===== config.mk =====
export PLATFORM = sky130hd
export DESIGN_NAME = cpma_div
export DESIGN_NICKNAME = d
export VERILOG_FILES = /design/src/sv/capture_period_moving_average_macros.svh /design/src/sv/cpma_pkg.sv /design/src/sv/cpma_div.sv
export SDC_FILE = /design/constraint.sdc
export NUM_CORES = 1
export LEC_CHECK = 0
export BUFFER_PORTS_ARGS = -buffer_cell sky130_fd_sc_hd__buf_2
export CAP_MARGIN = 20
export CELL_PAD_IN_SITES_DETAIL_PLACEMENT = 2
export CELL_PAD_IN_SITES_GLOBAL_PLACEMENT = 2
export CORE_AREA = 3 3 106 108
export DETAILED_ROUTE_END_ITERATION = 6
export DIE_AREA = 0 0 109 111
export PLACE_DENSITY = 0.9
export SYNTH_ARGS = -nofsm -noshare
export SYNTH_HDL_FRONTEND = slang
export SYNTH_SLANG_ARGS = --single-unit

===== constraint.sdc =====
create_clock -name clk -period 2.95 [get_ports clk]
set_clock_uncertainty 0.2 [all_clocks]
set_input_delay 0.59 -clock clk [delete_from_list [all_inputs] [get_ports clk]]
set_output_delay 0.59 -clock clk [all_outputs]
set_load 0.02 [all_outputs]

===== src/sv/capture_period_moving_average_macros.svh =====
// Assertion macros for the capture period moving average block.
// Included by the top level; relies on clk and rst_n in the including scope.
`ifndef CAPTURE_PERIOD_MOVING_AVERAGE_MACROS_SVH
`define CAPTURE_PERIOD_MOVING_AVERAGE_MACROS_SVH
`ifndef NO_ASSERTIONS
`define CPMA_ASSERT_ALWAYS(lbl, cond) \
    lbl: assert property (@(posedge clk) disable iff (!rst_n) (cond)) \
        else $error("cpma invariant violated");
`define CPMA_ASSERT_IMPLY(lbl, ante, cons) \
    lbl: assert property (@(posedge clk) disable iff (!rst_n) (ante) |-> (cons)) \
        else $error("cpma implication violated");
`else
`define CPMA_ASSERT_ALWAYS(lbl, cond)
`define CPMA_ASSERT_IMPLY(lbl, ante, cons)
`endif
`endif


===== src/sv/cpma_pkg.sv =====
// Shared constants and types for the capture period moving average block.
// No dependencies; used by the divider and the top level.
package cpma_pkg;

    localparam int DATA_W               = 32;
    localparam int WINDOW_DEPTH_DEFAULT = 512;

    typedef struct packed {
        logic busy;
        logic done;
    } div_status_t;

endpackage


===== src/sv/cpma_div.sv =====
// Iterative restoring unsigned divider, one quotient bit per cycle.
// Depends on cpma_pkg for the status struct.
module cpma_div
    import cpma_pkg::*;
#(
    parameter int DIVIDEND_W = 41,
    parameter int DIVISOR_W  = 10
) (
    input  logic                  clk,
    input  logic                  rst_n,
    input  logic                  start,
    input  logic [DIVIDEND_W-1:0] dividend,
    input  logic [DIVISOR_W-1:0]  divisor,
    output logic [DIVIDEND_W-1:0] quotient,
    output div_status_t           status
);

    localparam int STEP_W = $clog2(DIVIDEND_W + 1);

    logic [DIVIDEND_W-1:0] quo_reg, quo_next;
    logic [DIVISOR_W-1:0]  rem_reg, rem_next;
    logic [DIVISOR_W-1:0]  dvs_reg, dvs_next;
    logic [STEP_W-1:0]     cnt_reg, cnt_next;
    logic                  busy_reg, busy_next;
    logic                  done_reg, done_next;
    logic [DIVISOR_W:0]    trial;
    logic [DIVISOR_W:0]    diff;

    always_comb
    begin
        trial     = {rem_reg, quo_reg[DIVIDEND_W-1]};
        diff      = trial - {1'b0, dvs_reg};
        quo_next  = quo_reg;
        rem_next  = rem_reg;
        dvs_next  = dvs_reg;
        cnt_next  = cnt_reg;
        busy_next = busy_reg;
        done_next = 1'b0;
        if (start)
        begin
            quo_next  = dividend;
            rem_next  = '0;
            dvs_next  = divisor;
            cnt_next  = STEP_W'(DIVIDEND_W);
            busy_next = 1'b1;
        end
        else if (busy_reg)
        begin
            if (!diff[DIVISOR_W])
            begin
                rem_next = diff[DIVISOR_W-1:0];
                quo_next = {quo_reg[DIVIDEND_W-2:0], 1'b1};
            end
            else
            begin
                rem_next = trial[DIVISOR_W-1:0];
                quo_next = {quo_reg[DIVIDEND_W-2:0], 1'b0};
            end
            cnt_next = cnt_reg - 1'b1;
            if (cnt_reg == STEP_W'(1))
            begin
                busy_next = 1'b0;
                done_next = 1'b1;
            end
        end
    end

    always_ff @(posedge clk or negedge rst_n)
    begin
        if (!rst_n)
        begin
            cnt_reg  <= '0;
            busy_reg <= 1'b0;
            done_reg <= 1'b0;
        end
        else
        begin
            cnt_reg  <= cnt_next;
            busy_reg <= busy_next;
            done_reg <= done_next;
        end
    end

    always_ff @(posedge clk)
    begin
        quo_reg <= quo_next;
        rem_reg <= rem_next;
        dvs_reg <= dvs_next;
    end

    assign quotient    = quo_reg;
    assign status.busy = busy_reg;
    assign status.done = done_reg;

endmodule


# Word-level counts from Yosys, hierarchy flattened
# Index checks and enable logic that the tools add are counted.
[word_totals]
register_bits = 69
inputBits = 54
out_inout_bits = 43
wordCells = 22
[op_classes]
add_sub_neg = 2
eq_ne = 1
n_mux = 12
reduce_logical = 1
[op_table]
columns = ["operator", "n"]
rows = [
  ["two-way mux 41 bit", 2],
  ["two-way mux 6 bit", 2],
  ["subtractor 11 x 10 -> 11 bit", 1],
  ["two-way mux 10 bit", 1],
  ["two-way mux 1 bit", 7],
  ["== test 6 x 1 -> 1 bit, second input constant", 1],
  ["subtractor 6 x 1 -> 6 bit, second input constant", 1],
  ["nonzero test 2 bit", 1],
]

# Logic depth before layout (Yosys ltp)
[depth]
ltp_word = 4
depth_mapped = 10
mapped_depth_nobuf = 9

# Worst setup path after synthesis
# No wires, ideal clock.
[synth_path]
kind = "input port to flip-flop"
from = "in start"
to = "reg quo_reg[0], in the netlist quotient[0] (enable)"
setup_time_ns = 0.395
arrival_time_ns = 2.315
required_time_ns = 2.355
slack_ns = 0.040
cell_stages = 5
path_buffers = 3
path_cell_list = "clkbuf_1 > buf_1 > clkbuf_1 > nor2_1 > inv_1"
[synth_between]
elab_chain_len = 1
[synth_rtl]
columns = ["item", "line", "text"]
rows = [
  ["from (decl)", "cpma_div.sv:11", "input logic start,"],
  ["nonzero test 2 bit (no source line)", "-", ""],
  ["to (signal assigned)", "cpma_div.sv:86", "quo_reg <= quo_next;"],
  ["to (decl)", "cpma_div.sv:20", "logic [DIVIDEND_W-1:0] quo_reg, quo_next;"],
]
# Every way passes these cells.
# A chain may end at the register's enable or synchronous reset.

# Worst setup path in the final report
[layout_path]
from = "reg quo_reg[40], in the netlist quotient[40]"
to = "reg rem_reg[9]"
[layout_between]
elab_chain_len = 2
[layout_rtl]
columns = ["item", "line", "text"]
rows = [
  ["subtractor 11 x 10 -> 11 bit", "cpma_div.sv:32", "diff = trial - {1'b0, dvs_reg};"],
  ["two-way mux 10 bit", "cpma_div.sv:49", "if (!diff[DIVISOR_W])"],
  ["to (signal assigned)", "cpma_div.sv:87", "rem_reg <= rem_next;"],
  ["to (decl)", "cpma_div.sv:21", "logic [DIVISOR_W-1:0] rem_reg, rem_next;"],
]
# Every way passes these cells.

==> impl_results.md <==
- Initial Utilization: 0.3374
- I/O pin count: 97
- Detail-routed net length per standard cell: 18.09 um
- Clock insertion delay at the later pin of the skew report: 0.34 ns
- Register Area: 0.001932 sq mm
- Reg2Reg Capture Point: rem_reg[9]
- Delay of the slowest cell on the worst path: between 0.5 and 0.6 ns
- Number of search-and-repair iterations in the first detailed-routing pass: 4
- Register share of total power: 0.420
- Number of flip-flops under the largest register name: 41
- Worst slew slack as a fraction of its limit: 0.5615
- Final worst path period share: 0.9761
- Largest net degree at the start of global routing: 70
- Gpl congestion: 0.7490
- Setup repair after global routing missed its margin: yes
- Seq/Total Area, Yosys: 0.5546
- Mapped Cells: 268
- Share of async-settable or async-resettable flops after synthesis: 0.1159
- Clk root buf: clkbuf_8
- Number of max-capacitance violations reported: 0
- Core region area: 0.01032 sq mm
- Data required, critical path: 3.00 ns
- Unique masters post-synth: 50
- Largest voltage drop on the vdd net: ~0.25 mV
- Hold Path Depth: 1
- Routed wire length: 9134 um
- Vertical extent of the die: 111 um
- Sort of element at the end of the critical path: flop
- Syn_nets: 335
- Row count: 37
- Initial antenna violation count: 0
- Register clock-pin slew on the reported worst setup and hold paths: about 0.070 ns
- Final count of hold timing violations: 0
- Vias/cell: 4.976
- Worst hold path type: in -> reg
- Most common flop cell mapped by yosys: edfxtp_1
- Worst-path cell with the longest stage delay: or4_4
- Data arrival time of the critical path: 2.93 ns
- Area of the die: 0.01210 sq mm
- Worst slack, placed: 0.07896 ns
- Source of the worst hold timing path: divisor[8]
- Die width: 109 um
- Critical Path, Cell by Cell: inv_2, ha_2, fa_2, nor2b_4, o311a_1, or4_4, nand3_4, buf_8, nand4_1, a311oi_1
- Critical path class: reg -> reg
- P_int: approximately 2.0 mW
- Post-route total power: 3.081 mW
- DR DRC count: 0
- Final setup vio count: 0
- CP max FO: 9
- Syn-to-layout area delta: 24.46%
- Global-route wire length before repair: around 15,000 um
- Per-instance average area after synthesis: ~13 sq um
- Nature of the critical path startpoint: flop
- Final min period: 2.879 ns
- Outcome: complete, no violations
- Number of filler cells placed in the layout: 1,052
- Number of nets with antenna violations after detailed routing: 0
- Net switching power: approximately 1.0 mW
- Hold Worst Slack: 0.2207 ns
- Sink Count: 69
- Area of the multi-input gates: 0.001424 sq mm
- Clk pwr share: 0.244
- Yosys warning count: 0
- Mapped cell area: 0.003483 sq mm
- End point of the most critical hold path: dvs_reg[8]
- Highest attainable clock frequency: around 350 MHz
- Leakage component of the power: approximately 1.9 nW
- Power share of the combinational group: 0.336
- Total CTS buffers: 9
- Placed insts: 488
- Deepest clock path buffer count: 2
- Total global-route track usage: 0.1562
- EDFF count, synth: 51
- Path depth of the worst reg2reg path: 10
- Detailed-placement wirelength estimate: 6599 um
- Number of global-route vias before repair: between 2,000 and 3,000
- Sw frac: 0.3356
- Global route total overflow: 0
- Iter 0 DRT Violations: 100
- Layout cell share with drive strength beyond 1: 0.4173
- Fin. max-slew vios: 0
- Worst path setup slack after routing: 0.07059 ns
- Via count of the routed design: between 2,000 and 3,000
- Number of levels the H-tree was split into: 3
- Number of port buffers: between 90 and 100
- Transition time at the pin with the least slew margin: approximately 0.65 ns
- Clock tree from TritonCTS: done
- Post-Layout Cell Count: 505
- Launch point of the worst reg-to-reg path: quotient[40]
- Areal power density over the cells: 710.6 mW/mm^2
- Post-layout net count: 432
- Reg-to-reg slack, setup: 0.07 ns
- Antenna cell count: 0
- Flip-flop and latch count after synthesis: 69
[how the worst max path moves through the flow]
stage,depth (start not counted),end,start
6_report,10,rem_reg[9],quotient[40]
5_1_grt,9,rem_reg[0],quotient[40]
4_1_cts,10,rem_reg[9],quotient[40]
3_5_place_dp,10,rem_reg[3],quotient[40]
3_3_place_gp,10,rem_reg[9],quotient[40]
2_1_floorplan,5,quotient[0],start
[cells in the mapped netlist, types with 4 or more instances]
| cell type | instances | area, sq um |
|---|---|---|
| o21a_1 | 4 | 30.03 |
| o21ai_0 | 4 | 20.02 |
| xnor2_1 | 7 | 61.31 |
| nor3_1 | 4 | 20.02 |
| clkbuf_1 | 4 | 15.01 |
| dfrtp_1 | 8 | 200.2 |
| nand2b_1 | 4 | 25.02 |
| mux2i_1 | 7 | 70.07 |
| a211oi_1 | 7 | 52.55 |
| edfxtp_1 | 51 | 1531 |
| nor2_1 | 21 | 78.83 |
| inv_1 | 16 | 60.06 |
| buf_1 | 8 | 30.03 |
| mux2_2 | 29 | 326.6 |
| mux2_1 | 13 | 146.4 |
| ha_1 | 12 | 150.1 |
| a21oi_1 | 4 | 20.02 |
| dfxtp_1 | 10 | 200.2 |
[power groups by stage]
stage                     clock (mW)  combinational, mW  sequential, mW
after floorplan                    0              0.651            1.37
after global placement             0              0.943            1.30
after detailed placement           0              0.989            1.31
after CTS                      0.776               1.01            1.30
after global routing           0.817               1.14            1.31
final                          0.751               1.04            1.29
[cells in the final DEF, fill, tap and decap left out, drive strengths merged, types with 3 or more instances in the layout]
cell / n
buf: 101
edfxtp: 51
mux2: 42
nor2: 21
inv: 15
ha: 12
dfxtp: 10
clkbuf: 9
dfrtp: 8
xnor2: 7
mux2i: 7
a211oi: 7
o21ai: 6
clkinv: 5
o21a: 4
nand2b: 4
nor3: 4
a21oi: 4
and4: 3
and2: 3
or3: 3
nand4: 3
nand2: 3
nand3: 3
[logic make-up (layout without fill, tap and decap cells)]
family,Yosys count,after routing,synth area share
fa+ha+maj,13,13,0.04885
buf+inv,32,133,0.04202
simple gates,59,59,0.09986
xor+xnor,9,9,0.02263
compound gates,37,37,0.07615
flops,69,69,0.5546
mux,49,49,0.1559
[metal layers]
metal | track usage | part of all wire | vias to the layer above
li1 | - | - | 1191
met3 | 0.03087 | 0.048 | 12
met4 | 0.05135 | 0.014 | 0
met5 | 0 | 0 | -
met2 | 0.2740 | 0.52 | 64
met1 | 0.1887 | 0.41 | 1246
[per-stage QoR]
stage | setup TNS, ns | area [sq um] | utilization
floorplan | 0 | 3483 | -
global route | -0.01947 | 4335 | 0.4199
detailed placement | 0 | 4103 | 0.3974
CTS | 0 | 4304 | 0.4169
global placement | 0 | 4103 | 0.3974
finish | 0 | 4335 | 0.4199
[area by class of cell]
type | count | share of cell area
well taps | 136 | 0.03925
clock buffers | 9 | 0.02857
multi-input cells | 167 | 0.3284
repair buffers | 102 | 0.1293
clock inverters | 6 | 0.01501
flip-flops and latches | 69 | 0.4456
inverters | 16 | 0.01385
[critical path: cells and delay by family (launching register included)]
| kind | cells | cell delay, ns |
|---|---|---|
| AOI/OAI and AO/OA | 2 | 0.59 |
| DFF | 1 | 0.42 |
| and+or+nand+nor | 4 | 0.88 |
| adders and majority gates | 2 | 0.45 |
| buffers and inverters | 2 | 0.25 |
[what timing repair did]
| action | 4_1_cts | 5_1_grt |
|---|---|---|
| pin swaps | 0 | 1 |
| gates resized for setup | 1 | 7 |
| hold endpoints to repair | 8 | 0 |
| setup endpoints to repair | 2 | 8 |
| hold buffers | 1 | 0 |
| setup buffers | 0 | 1 |
(Power assumes the default switching activity.)
